<file path="src/rtl/mlp_pkg.sv">
`timescale 1ns / 1ps
`default_nettype none
package mlp_pkg;

    localparam int MAX_LAYERS   = 4;
    localparam int MAX_WIDTH    = 16;
    localparam int TANH_ENTRIES = 1024;
    localparam int ACC_W        = 40;
    localparam int DIGIT_W      = 4;

    localparam logic KIND_WEIGHT = 1'b0;
    localparam logic KIND_SAMPLE = 1'b1;

    localparam logic [2:0] REG_LAYER_COUNT = 3'd0;
    localparam logic [2:0] REG_WIDTH0      = 3'd1;
    localparam logic [2:0] REG_WIDTH1      = 3'd2;
    localparam logic [2:0] REG_WIDTH2      = 3'd3;
    localparam logic [2:0] REG_WIDTH3      = 3'd4;

    typedef enum logic [3:0] {
        ST_IDLE,
        ST_CLEAR,
        ST_ACC_INIT,
        ST_RD_WGT,
        ST_RD_ACT,
        ST_MUL,
        ST_MUL_WAIT,
        ST_ACT,
        ST_ACT_WAIT,
        ST_EMIT_RD,
        ST_EMIT,
        ST_ERR
    } mlp_state_t;

    typedef struct packed {
        logic start;
        logic busy;
    } mac_ctrl_t;

    // Quotient of two nonnegative values by shift and subtract, elaboration only.
    function automatic longint udiv(input longint num, input longint den);
        longint q;
        longint rem;
        q   = 0;
        rem = 0;
        for (int b = 62; b >= 0; b--) begin
            rem = (rem << 1) | ((num >> b) & 64'sd1);
            q   = q << 1;
            if (rem >= den) begin
                rem = rem - den;
                q   = q | 64'sd1;
            end
        end
        return q;
    endfunction

    // Bin center of table entry i, in signed 16-bit value space.
    function automatic int tanh_center(input int i, input int entries);
        return int'(udiv(longint'(2 * i + 1) * 65536, longint'(2 * entries))) - 32768;
    endfunction

    // round(4096*tanh(c/4096)) by the exact integer procedure, elaboration only.
    function automatic logic signed [15:0] tanh_q12(input int c);
        longint mag;
        longint z;
        longint e;
        longint t;
        longint num;
        longint den;
        longint r;
        longint one31;
        one31 = 64'sd1 << 31;
        mag = (c < 0) ? -c : c;
        z = (mag << 20) >>> 5;
        e = one31;
        t = one31;
        for (int n = 1; n <= 12; n++) begin
            t = udiv((t * z) >>> 31, longint'(n));
            if (n[0]) e = e - t;
            else e = e + t;
        end
        for (int n = 0; n < 5; n++) e = (e * e) >>> 31;
        num = (one31 - e) * 8192 + (one31 + e);
        den = 2 * (one31 + e);
        r = udiv(num, den);
        return (c < 0) ? 16'(-r) : 16'(r);
    endfunction

endpackage
`default_nettype wire

</file>
<file path="src/rtl/mlp_mac.sv">
`timescale 1ns / 1ps
`default_nettype none
// Digit-serial multiply-accumulate: while busy, walks the multiplier four bits a cycle,
// adding one narrow partial product into a 40-bit accumulator per step.
module mlp_mac #(
    parameter int DATA_W  = 16,
    parameter int ACC_W   = mlp_pkg::ACC_W,
    parameter int DIGIT_W = mlp_pkg::DIGIT_W
) (
    input  wire                     aclk,
    input  wire                     aresetn,
    input  wire mlp_pkg::mac_ctrl_t ctrl,
    input  wire                     clear,
    input  wire signed [DATA_W-1:0] mcand,
    input  wire signed [DATA_W-1:0] mplier,
    output logic                    done,
    output logic signed [ACC_W-1:0] acc
);
    localparam int STEPS = DATA_W / DIGIT_W;
    localparam int CW    = $clog2(STEPS + 1);

    logic [CW-1:0]            step_reg, step_next;
    logic [DATA_W-1:0]        mq_reg, mq_next;
    logic signed [ACC_W-1:0]  mc_reg, mc_next;
    logic signed [ACC_W-1:0]  acc_reg, acc_next;
    logic signed [DIGIT_W:0]  digit;
    logic signed [ACC_W-1:0]  part;

    always_comb begin
        // top digit signed, lower digits unsigned
        if (step_reg == CW'(STEPS - 1))
            digit = {mq_reg[DIGIT_W-1], mq_reg[DIGIT_W-1:0]};
        else
            digit = {1'b0, mq_reg[DIGIT_W-1:0]};
        part      = mc_reg * ACC_W'(digit);
        step_next = step_reg;
        mq_next   = mq_reg;
        mc_next   = mc_reg;
        acc_next  = acc_reg;
        if (clear) acc_next = '0;
        if (ctrl.start) begin
            step_next = '0;
            mq_next   = mplier;
            mc_next   = ACC_W'(mcand);
        end else if (ctrl.busy && step_reg < CW'(STEPS)) begin
            acc_next  = acc_reg + part;
            mq_next   = mq_reg >> DIGIT_W;
            mc_next   = mc_reg <<< DIGIT_W;
            step_next = step_reg + 1'b1;
        end
    end

    always_ff @(posedge aclk) begin
        if (!aresetn) begin
            step_reg <= CW'(STEPS);
            acc_reg  <= '0;
        end else begin
            step_reg <= step_next;
            acc_reg  <= acc_next;
        end
        mq_reg <= mq_next;
        mc_reg <= mc_next;
    end

    assign done = (step_reg == CW'(STEPS));
    assign acc  = acc_reg;
endmodule
`default_nettype wire

</file>
<file path="config.mk">
export PLATFORM = sky130hd
export DESIGN_NAME = mlp_mac
export DESIGN_NICKNAME = d
export VERILOG_FILES = /design/src/rtl/mlp_pkg.sv /design/src/rtl/mlp_mac.sv
export SDC_FILE = /design/constraint.sdc
export NUM_CORES = 1
export LEC_CHECK = 0
export BUFFER_PORTS_ARGS = -buffer_cell sky130_fd_sc_hd__buf_2
export CORE_UTILIZATION = 57
export DETAILED_ROUTE_END_ITERATION = 7
export PLACE_DENSITY_LB_ADDON = 0.15
export SLEW_MARGIN = 5
export SYNTH_ARGS = -nofsm -noshare
export SYNTH_HDL_FRONTEND = slang
export SYNTH_SLANG_ARGS = --single-unit
</file>
<file path="constraint.sdc">
create_clock -name aclk -period 4.6 [get_ports aclk]
set_input_delay 0.92 -clock aclk [delete_from_list [all_inputs] [get_ports aclk]]
set_output_delay 0.92 -clock aclk [all_outputs]
set_load 0.05 [all_outputs]
</file>
# --- Word level (Yosys, flattened, before mapping) ---
# Cells that the tools add are included.
totals:
  ff_bits: 99
  inputBits: 37
op_classes:
  add_sub_neg: 2
  multipliers: 1
  order_cmp: 1
  eq_ne: 2
  n_mux: 10
  bitwise_logic: 1
  reduce_logical: 3
ops:
  columns: ["op", "n"]
  rows:
  - ["40-bit 2-to-1 mux", 5]
  - ["40-bit adder", 1]
  - ["40-bit by 5-bit multiplier with 40-bit output", 1]
  - ["16-bit 2-to-1 mux", 2]
  - ["3-bit 2-to-1 mux", 2]
  - ["5-bit 2-to-1 mux", 1]
  - ["3-bit by 1-bit adder with 3-bit output (second input constant)", 1]
  - ["3-bit by 2-bit equality test with 1-bit output (second input constant)", 1]
  - ["3-bit equality test (second input constant)", 1]
  - ["3-bit < comparator (second input constant)", 1]
  - ["2-bit nonzero test", 1]
  - ["2-bit OR reduction", 1]
  - ["1-bit logical AND", 1]
  - ["1-bit NOT", 1]

# --- Logic depth before layout (Yosys ltp) ---
# Gate-level depths: netlist of run 1.
logic_depth:
  depth_word: 6
  depth_mapped: 22
  depth_no_buf: 20

# --- Least setup slack after synthesis of run 1 ---
# OpenSTA, ideal clock, no wires.
synth_timing:
  path_kind: "register -> register"
  startpoint: "reg step_reg[0]"
  endpoint: "reg acc_reg[29], in the netlist acc[29]"
  setup_time_ns: 0.063
  arrival_ns: 5.003
  setup_slack_ns: -0.466
  path_stages_with_launch: 19
  synth_period_minus_slack_ns: 5.066
  path_cell_list: "dfxtp_1 ha_1 ha_1 nand2_1 or2_2 fa_1 fa_1 fa_1 fa_1 fa_1 and2b_1 o31ai_2 a211oi_2 o22ai_2 o31ai_4 a311o_1 nor3_1 or4_1 nand3_1"
synth_via:
  elab_chain_len: 6
  word_cells_on_any_way: 8
  cone_classes: "add/sub (1); mul (1); order compare (1); eq/ne (1); mux (3); reduce/logical (1)"
synth_rtl:
  columns: ["item", "line", "text"]
  rows:
  - ["start: declaration", "mlp_mac.sv:22", "logic [CW-1:0] step_reg, step_next;"]
  - ["start signal: assignment", "mlp_mac.sv:55", "step_reg <= CW'(STEPS);"]
  - ["start signal: assignment", "mlp_mac.sv:58", "step_reg <= step_next;"]
  - ["3-bit by 2-bit equality test with 1-bit output", "mlp_mac.sv:31", "if (step_reg == CW'(STEPS - 1))"]
  - ["5-bit 2-to-1 mux", "mlp_mac.sv:31", null]
  - ["40-bit by 5-bit multiplier with 40-bit output", "mlp_mac.sv:35", "part = mc_reg * ACC_W'(digit);"]
  - ["40-bit adder", "mlp_mac.sv:46", "acc_next = acc_reg + part;"]
  - ["40-bit 2-to-1 mux (*)", "mlp_mac.sv:45", "end else if (ctrl.busy && step_reg < CW'(STEPS)) begin"]
  - ["40-bit 2-to-1 mux (*)", "mlp_mac.sv:41", "if (ctrl.start) begin"]
  - ["end signal: assignment", "mlp_mac.sv:59", "acc_reg <= acc_next;"]
  - ["end: declaration", "mlp_mac.sv:25", "logic signed [ACC_W-1:0] acc_reg, acc_next;"]
# Every way passes the cells marked *; elsewhere a longest branch is shown, timed or not.
# A chain may end at the register's enable or synchronous reset.

# --- Final worst setup path of run 1 ---
layout_timing:
  startpoint: "reg step_reg[0]"
  endpoint: "reg acc_reg[37], in the netlist acc[37]"
# The elaborated chain is that of the path after synthesis.

==> results of run 1 <==
-- area by class of cell --
cell class / count / area (um^2) / area share
multi-input cells: 823 / 8000 / 0.582
flip-flops and latches: 99 / 2540 / 0.185
repair buffers: 233 / 1640 / 0.119
inverters: 245 / 920 / 0.0669
clock buffers: 9 / 225 / 0.0164
well taps: 265 / 332 / 0.0241
clock inverters: 7 / 77.6 / 0.00565
-- layout by cell type (no fill, tap or decap), drive strengths merged, types with 4 or more instances in the layout --
| cell type | count |
|---|---|
| clkbuf | 9 |
| a21oi | 51 |
| buf | 233 |
| o21a | 7 |
| xor2 | 12 |
| xnor2 | 26 |
| nand3 | 18 |
| a31oi | 4 |
| a21o | 18 |
| fa | 146 |
| and3 | 5 |
| nor2 | 59 |
| o21bai | 8 |
| and2 | 145 |
| nor2b | 24 |
| inv | 249 |
| mux2 | 23 |
| a211oi | 9 |
| nand2b | 7 |
| nand2 | 52 |
| ha | 81 |
| o21ai | 54 |
| nand4 | 5 |
| edfxtp | 56 |
| nor3 | 7 |
| nor3b | 27 |
| dfxtp | 43 |
-- routing by layer --
metal	global-route usage	vias up
met1	0.361	4394
met2	0.482	189
met5	0	-
li1	-	4226
met3	0.0352	31
met4	0.0753	0
-- repair_timing --
action	CTS	global route
pin swaps	18	33
endpoints found under the setup margin	29	31
setup buffers	4	14
resized for setup	6	42
-- critical path, stage by stage (launching register included) --
cell	delay, ns
dfxtp_2	0.36
ha_4	0.14
ha_4	0.13
nand2_4	0.06
or2_4	0.23
fa_1	0.45
fa_1	0.50
fa_1	0.43
fa_1	0.51
fa_2	0.35
and2b_2	0.25
o31ai_4	0.06
a211oi_2	0.25
o22ai_4	0.12
buf_6	0.14
o211ai_4	0.24
a211oi_2	0.12
a21oi_1	0.18
mux2i_1	0.21
o311ai_1	0.11
-- per-stage QoR --
stage / setup TNS (ns) / instances / util / power [W]
detailed placement: -8.04 / 1648 / 0.671 / 0.00508
floorplan: -3.24 / 1216 / - / 0.00369
global placement: -6.57 / 1648 / 0.671 / 0.00502
finish: -4.73 / 1681 / 0.706 / 0.00615
global route: -9.88 / 1681 / 0.706 / 0.00671
CTS: -5.24 / 1668 / 0.690 / 0.00594
-- power breakdown --
| group | switching (W) | total, W | internal (W) |
|---|---|---|---|
| clock network | 0.000414 | 0.000804 | 0.000389 |
| registers | 0.0000817 | 0.00111 | 0.00102 |
| logic | 0.00225 | 0.00424 | 0.00199 |
| total | 0.00274 | 0.00615 | 0.00341 |
-- worst max-delay path by stage --
stage	start	to	slack (ns)	cells past startpoint
2_1_floorplan	step_reg[0]$_SDFFE_PP0P_	acc[29]$_SDFF_PN0_	-0.35	18
3_3_place_gp	step_reg[1]$_SDFFE_PP0P_	acc[37]$_SDFF_PN0_	-0.45	18
4_1_cts	step_reg[0]$_SDFFE_PP0P_	acc[37]$_SDFF_PN0_	-0.40	19
5_1_grt	step_reg[0]$_SDFFE_PP0P_	acc[37]$_SDFF_PN0_	-0.60	19
6_report	step_reg[0]$_SDFFE_PP0P_	acc[37]$_SDFF_PN0_	-0.40	19
3_5_place_dp	step_reg[1]$_SDFFE_PP0P_	acc[37]$_SDFF_PN0_	-0.49	18
-- cells in the mapped netlist, types with 2 or more instances --
cell type  number
o211ai_1        2
a31o_2          2
nand4b_1        2
a31oi_1         3
o21bai_1        8
and2_1        145
nor2_1         59
a41o_1          2
mux2_2         23
edfxtp_1       56
or2_2           2
dfxtp_1        43
o21a_1          7
mux2i_1         3
nand2b_1        7
a211oi_2        4
or4_1           3
o21ai_1        21
nand3_1        18
a21o_1         18
o21ai_0        32
nor3b_1        27
nand2_1        52
nor2b_1        24
clkbuf_1       47
xor2_1         12
a21oi_1        49
and3_1          5
xnor2_1        26
a211oi_1        5
a21oi_2         2
nand4_1         5
fa_1          146
inv_1         245
ha_1           81
nor3_1          7
-- cell families (layout without fill, tap and decap cells) --
family                   Yosys count  after routing  synth area share
AND/OR/NAND/NOR                  361            361             0.177
buffers and inverters            294            494            0.0981
adder cells (fa/ha/maj)          227            227             0.348
AO/OA/AOI/OAI                    171            171            0.0979
flip-flops                        99             99             0.225
XOR/XNOR                          38             38            0.0294
multiplexers                      26             26            0.0255
==> results.cfg, run 1 <==
[routing]
viasPerCell = 5.26
maxUsedRoutingLayer = met4
dr_total_vias = 8840
drc_errors = 2
dr_wl_met2_um = 13200
drt_iter0_markers = 365
wl_per_cell_um = 15.8
first_pass_iters = 7
wl_met3_um = 1000
ant_nets = 0
finalWirelength_um = 26600
wl_met1_um = 11900

[worst_setup_path]
r2r-start = step_reg[0]$_SDFFE_PP0P_
crit_path_end_kind = flop
worstPathMaxFanout = 5
criticalPathCategory = flop to flop
arrival_ns = 5.22
critPathLaunchType = flop
r2r_slack_ns = -0.40
r2r_end = acc[37]$_SDFF_PN0_
cp.required_ns = 4.82
r2r_cells = 19

[clocking]
hold_buffers = 0
htree_num_levels = 3
clk_latency_ns = 0.37
clock_sinks = 99
cts_buffers = 9
cts_tree = built
cts-root-buf = clkbuf_16
clkSlewWorstSetupHoldPaths_ns = 0.09
clk_path_buf_depth = 2

[global_routing]
grt_pass1_wl_um = 43900
grt.overflow.total = 0
grt_max_degree = 46
grt_usage = 0.277
antenna_found_initial = 0
grt_pass1_vias = 9065

[run]
cap_violations = 0

[pwr]
p_per_area_nw_per_um2 = 448
irDropWorstVdd_uv = 277
p_leak_nw = 6.59

[placed_design]
post-dp-hpwl_um = 20900
place.gp.congestion = 0.867
postPlaceCellArea_um2 = 13100
numPortBuffers = 77
dp_slack_ns = -0.490

[timing]
whs_ns = 0.497
setup_viol = 21
layout_setup_ws_ns = -0.398
drv_slew = 0
finClkSkew_ns = 0.0137
hold_violations = 0
rsz0062_at_grt = true
worst_pin_slew_ns = 0.963
period_needed_ns = 5.00
max_freq_ghz = 0.200
period_share = 1.09
relSlewSlack = 0.356

[final_layout]
stdcell_area_um2 = 13700
final_nets = 1675
syn_to_final_growth_pct = 21.4
nFillCells = 1516
drive_above_1_share = 0.239
diodes = 0

[die]
rows = 51
die_x_um = 143
io_pins = 78
start_util = 0.582
fp.coreArea_um2 = 19500
die_area_um2 = 20400
die_h_um = 143

[logic_synthesis]
avgSynthCellArea_um2 = 9.31
synth_enable_flop_cells = 56
synth_seq_area_share = 0.225
synth_seq_cells = 99
synth.distinct_cells = 59
synth_area_leaders = fa_1, edfxtp_1, ha_1
yosysWarnings = 0
yosysTopAreaCell = fa_1
yosys_most_used_dff = edfxtp_1
synth_top_area_frac = 0.258
syn_nets = 1480
synthArstFlopShare = 0
netlist_area_um2 = 11300
synthCells = 1216

[min_path]
hp-class = flop to flop
holdPathStages = 2
min_from = acc[24]$_SDFF_PN0_
min_to = acc[24]$_SDFF_PN0_

[status]
status = finished with violations
violations = design-rule violations, negative setup slack
Power figures use the tool's default switching activity.
==> run 2, diff against run 1 <==
--- a/config.mk
+++ b/config.mk
@@ -6,7 +6,9 @@
 export NUM_CORES = 1
 export LEC_CHECK = 0
 export BUFFER_PORTS_ARGS = -buffer_cell sky130_fd_sc_hd__buf_2
-export CORE_UTILIZATION = 57
+export CELL_PAD_IN_SITES_DETAIL_PLACEMENT = 1
+export CELL_PAD_IN_SITES_GLOBAL_PLACEMENT = 1
+export CORE_UTILIZATION = 44
 export DETAILED_ROUTE_END_ITERATION = 7
 export PLACE_DENSITY_LB_ADDON = 0.15
 export SLEW_MARGIN = 5
==> run 2 against run 1 <==
The flow finishes with violations (negative setup slack). Setup slack lost 0.060 ns. Clock power grew 14%. Global-route usage shrank 2.1 points. Sequential power is essentially flat. Highest routed layer unchanged.
==> results.cfg, run 2 (synthesized netlist as in run 1, its figures left out) <==
[status]
status = finished with violations
violations = negative setup slack

[global_routing]
grt_usage = 0.255
antenna_found_initial = 0
grt_pass1_wl_um = 52400
grt_max_degree = 57
grt.overflow.total = 0
grt_pass1_vias = 10100

[worst_setup_path]
cp_common_cell = fa_1
cp_slowest_stage_delay_ns = 0.52
critPathLaunchType = flop
worstPathMaxFanout = 3
arrival_ns = 5.37
crit_path_end_kind = flop
criticalPathCategory = flop to flop
slowest_stage = fa_1
crit_chain = ha_4, ha_4, nand2_4, or2_4, fa_1, fa_1, fa_1, fa_1, fa_2, and2b_2, o31ai_4, a211oi_2, o22ai_4, o31ai_4, a311o_1, nor3_1, or4_1, nand3_1
cp_num_buf_inv = 0
crit_family = adder cells
cp.required_ns = 4.91

[final_layout]
final_util = 0.553
diodes = 0
final_nets = 1676
multi_input_area_um2 = 8060
stdcell_area_um2 = 13900
regArea_um2 = 2540
layout_common_cells = inv_1, and2_1, fa_1
nFillCells = 2879
syn_to_final_growth_pct = 23.1
layout_commonest_cell = inv_1
drive_above_1_share = 0.244

[timing]
finClkSkew_ns = 0.0205
period_needed_ns = 5.06
relSlewSlack = 0.376
layout_setup_ws_ns = -0.458
max_freq_ghz = 0.198
rsz0062_at_grt = true
worst_pin_slew_ns = 0.934
setup_viol = 27
setup_tns_ns = -6.68
period_share = 1.10
drv_slew = 0
hold_violations = 0

[placed_design]
numPortBuffers = 77
post-dp-hpwl_um = 24200
dp_slack_ns = -0.529
place.gp.congestion = 0.832
postPlaceCellArea_um2 = 13200

[routing]
dr_total_vias = 8978
wl_per_cell_um = 18.2
first_pass_iters = 4
drc_errors = 0
viasPerCell = 5.14
ant_nets = 0
drt_iter0_markers = 371
finalWirelength_um = 31700

[pwr]
seq_power_share = 0.170
p_total_w = 0.00651
p_sw_frac = 0.451
switching_power_w = 0.00294
internal_power_w = 0.00357
irDropWorstVdd_uv = 224
power_frac_clock = 0.141
combPwrFrac = 0.689
p_leak_nw = 6.65
p_per_area_nw_per_um2 = 467

[clocking]
clk_path_buf_depth = 2
htree_num_levels = 3
clock_sinks = 99
clkSlewWorstSetupHoldPaths_ns = 0.10
hold_buffers = 0
cts-root-buf = clkbuf_16
clk_latency_ns = 0.38
cts_tree = built
cts_buffers = 9

[die]
io_pins = 78
start_util = 0.450
die_x_um = 162
die_h_um = 162
die_area_um2 = 26400
rows = 58
fp.coreArea_um2 = 25200

[run]
cap_violations = 0

[min_path]
hp-class = flop to flop
==> run 2: cell types whose count changed in the layout (fill, tap and decap cells not counted), moves of 3 or more <==
cell	delta
a21oi_1	-3
xnor2_4	+3
buf_6	+4
buf_4	-3
ha_4	-3
==> run 2: repair_timing <==
item / 4_1_cts / 5_1_grt
pin swaps: 12 / 21
buffers inserted: 1 / 10
endpoints found under the setup margin: 30 / 32
resized for setup: 11 / 49
==> run 2: through the flow <==
| step | std cells | hold WS, ns |
|---|---|---|
| after floorplan | 1216 | 0.509 |
| after global placement | 1723 | 0.499 |
| after detailed placement | 1723 | 0.516 |
| after CTS | 1740 | 0.526 |
| after global routing | 1747 | 0.531 |
| final | 1747 | 0.517 |
==> run 2: power by group through the flow <==
stage | clock (W) | combinational (W) | sequential, W
floorplan | 0 | 0.00249 | 0.00120
global placement | 0 | 0.00400 | 0.00113
detailed placement | 0 | 0.00413 | 0.00113
CTS | 0.000946 | 0.00426 | 0.00111
global route | 0.000963 | 0.00498 | 0.00112
finish | 0.000918 | 0.00448 | 0.00111
==> run 2: cell type report <==
type | count | share of cell area
inverters | 245 | 0.0660
clock buffers | 9 | 0.0162
flip-flops and latches | 99 | 0.183
clock inverters | 7 | 0.00799
well taps | 330 | 0.0296
multi-input cells | 823 | 0.578
repair buffers | 234 | 0.120
==> run 2: worst reg2reg max path, stage by stage, from the launching register on <==
cell and delay (ns):
dfxtp_2 0.36, ha_4 0.14, ha_4 0.14, nand2_4 0.06
or2_4 0.23, fa_1 0.45, fa_1 0.51, fa_1 0.44
fa_1 0.52, fa_2 0.37, and2b_2 0.25, o31ai_4 0.08
a211oi_2 0.27, o22ai_4 0.13, o31ai_4 0.27, a311o_1 0.25
nor3_1 0.07, or4_1 0.40, nand3_1 0.08
==> run 2: routing by layer <==
layer | routed length [um] | GRT usage | up-vias
met4 | 301 | 0.0493 | 0
li1 | - | - | 4233
met5 | 0 | 0 | -
met1 | 14600 | 0.340 | 4588
met2 | 15900 | 0.448 | 131
met3 | 958 | 0.0272 | 26
==> run 2: worst paths after layout <==
| kind | end | start | slack (ns) | cells past startpoint |
|---|---|---|---|---|
| setup / recovery | acc[29]$_SDFF_PN0_ | step_reg[1]$_SDFFE_PP0P_ | -0.46 | 18 |
| setup reg to reg | acc[29]$_SDFF_PN0_ | step_reg[1]$_SDFFE_PP0P_ | -0.46 | 18 |
| hold / removal | acc[32]$_SDFF_PN0_ | acc[32]$_SDFF_PN0_ | 0.52 | 2 |
| hold reg to reg | acc[32]$_SDFF_PN0_ | acc[32]$_SDFF_PN0_ | 0.52 | 2 |
==> run 3, diff against run 2 <==
--- a/config.mk
+++ b/config.mk
@@ -8,9 +8,12 @@
 export BUFFER_PORTS_ARGS = -buffer_cell sky130_fd_sc_hd__buf_2
 export CELL_PAD_IN_SITES_DETAIL_PLACEMENT = 1
 export CELL_PAD_IN_SITES_GLOBAL_PLACEMENT = 1
+export CORE_MARGIN = 1
 export CORE_UTILIZATION = 44
 export DETAILED_ROUTE_END_ITERATION = 7
 export PLACE_DENSITY_LB_ADDON = 0.15
+export SETUP_SLACK_MARGIN = 0.5
+export SKIP_CTS_REPAIR_TIMING = 1
 export SLEW_MARGIN = 5
 export SYNTH_ARGS = -nofsm -noshare
 export SYNTH_HDL_FRONTEND = slang
==> run 3 against run 2 <==
The flow still finishes with violations (negative setup slack). Via count is 2.2% higher. Sequential power hardly changed. Sequential cell count stayed put. Final cell count is 1.0% higher. Critical path depth stayed put. Clock skew is 0.0087 ns lower. Non-clock buffer count is 18 higher. Sequential share of layout area is 0.24 points lower. Largest power group unchanged.
==> results.cfg, run 3 (synthesized netlist as in run 1, its figures left out) <==
[status]
status = finished with violations
violations = negative setup slack

[min_path]
hp-class = flop to flop
min_to = acc[32]$_SDFF_PN0_
holdPathStages = 2
min_from = acc[32]$_SDFF_PN0_

[timing]
relSlewSlack = 0.362
whs_ns = 0.522
hold_violations = 0
period_share = 1.12
max_freq_ghz = 0.194
setup_viol = 30
finClkSkew_ns = 0.0118
period_needed_ns = 5.15
drv_slew = 0
rsz0062_at_grt = true
layout_setup_ws_ns = -0.548
worst_pin_slew_ns = 0.955

[worst_setup_path]
crit_path_end_kind = flop
critPathLaunchType = flop
cp.required_ns = 4.92
r2r_end = acc[29]$_SDFF_PN0_
criticalPathCategory = flop to flop
worstPathMaxFanout = 3
r2r-start = step_reg[1]$_SDFFE_PP0P_
r2r_cells = 18
arrival_ns = 5.47
r2r_slack_ns = -0.55

[clocking]
clkSlewWorstSetupHoldPaths_ns = 0.09
clk_latency_ns = 0.37
cts_tree = built
clock_sinks = 99
htree_num_levels = 3
cts_buffers = 9
cts-root-buf = clkbuf_16
clk_path_buf_depth = 2

[die]
rows = 58
die_area_um2 = 26400
die_h_um = 162
fp.coreArea_um2 = 25200
start_util = 0.450
die_x_um = 162
io_pins = 78

[global_routing]
grt_max_degree = 60
grt_pass1_wl_um = 52500
antenna_found_initial = 2
grt_pass1_vias = 10100
grt.overflow.total = 0
grt_usage = 0.256

[final_layout]
layout_common_cells = inv_1, buf_4, and2_1, fa_1
syn_to_final_growth_pct = 24.8
nFillCells = 2878
final_nets = 1694
layout_commonest_cell = inv_1
diodes = 0
multi_input_area_um2 = 8120
drive_above_1_share = 0.255
regArea_um2 = 2540

[placed_design]
post-dp-hpwl_um = 25100
place.gp.congestion = 0.853
numPortBuffers = 77

[pwr]
combPwrFrac = 0.710
p_leak_nw = 6.74
switching_power_w = 0.00305
seq_power_share = 0.167
internal_power_w = 0.00360
power_frac_clock = 0.124
p_total_w = 0.00665
p_per_area_nw_per_um2 = 471
p_sw_frac = 0.459
irDropWorstVdd_uv = 254

[routing]
finalWirelength_um = 33000
dr_total_vias = 9175
first_pass_iters = 5
ant_nets = 0
drt_iter0_markers = 402
drc_errors = 0
viasPerCell = 5.20
wl_per_cell_um = 18.7

[run]
cap_violations = 0
run 3: cell count changes in the layout (fill, tap and decap cells not counted), moves of 2 or more:
cell,before,now
a211oi_2,5,7
a31oi_1,2,0
a31oi_4,0,3
buf_4,144,153
buf_6,7,17
bufinv_16,2,0
ha_2,2,0
inv_6,2,0
o21ai_1,17,19
o21ai_2,5,3
run 3: power groups by stage:
stage	Sequential, W	Combinational, W	Clock, W
floorplan	0.00120	0.00250	0
global placement	0.00113	0.00410	0
detailed placement	0.00113	0.00420	0
CTS	0.00111	0.00425	0.000831
global route	0.00112	0.00522	0.000864
finish	0.00111	0.00472	0.000824
run 3: metrics by stage:
step | utilization | instances | TNS [ns] | setup WS, ns | cell area [um^2]
2_1_floorplan | - | 1216 | -3.23 | -0.346 | 11400
3_3_place_gp | 0.528 | 1733 | -8.13 | -0.476 | 13300
3_5_place_dp | 0.528 | 1733 | -10.86 | -0.578 | 13300
4_1_cts | 0.540 | 1749 | -11.89 | -0.609 | 13600
5_1_grt | 0.561 | 1765 | -16.54 | -0.779 | 14100
6_report | 0.561 | 1765 | -10.54 | -0.548 | 14100
run 3: how the worst max path moves through the flow:
stage / start / to
after floorplan: step_reg[0]$_SDFFE_PP0P_ / acc[29]$_SDFF_PN0_
after global placement: step_reg[1]$_SDFFE_PP0P_ / acc[29]$_SDFF_PN0_
after detailed placement: step_reg[1]$_SDFFE_PP0P_ / acc[29]$_SDFF_PN0_
after CTS: step_reg[1]$_SDFFE_PP0P_ / acc[38]$_SDFF_PN0_
after global routing: step_reg[1]$_SDFFE_PP0P_ / acc[29]$_SDFF_PN0_
final: step_reg[1]$_SDFFE_PP0P_ / acc[29]$_SDFF_PN0_
run 3: per-layer routing:
metal  vias to the layer above  wire length [um]  GRT usage
li1                       4260                 -          -
met1                      4736             14800      0.341
met2                       150             16800      0.452
met3                        29               960     0.0280
met4                         0               363     0.0446
met5                         -                 0          0
run 3: worst max-delay path: stages (launching register included):
cell	delay (ns)
dfxtp_2	0.36
ha_4	0.14
ha_4	0.14
nand2_4	0.06
or2_4	0.23
fa_1	0.48
fa_1	0.52
fa_1	0.44
fa_1	0.53
fa_2	0.37
and2b_2	0.26
o31ai_4	0.08
a211oi_2	0.21
o22ai_2	0.15
o31ai_4	0.31
a311o_1	0.26
nor3_1	0.07
or4_1	0.40
nand3_1	0.08
run 3: area by class of cell:
type | instances | area share
tap | 330 | 0.0292
inverter | 245 | 0.0651
clock inverter | 7 | 0.00549
clock buffer | 9 | 0.0159
multi-input combinational | 823 | 0.575
sequential | 99 | 0.180
timing repair buffer | 252 | 0.129
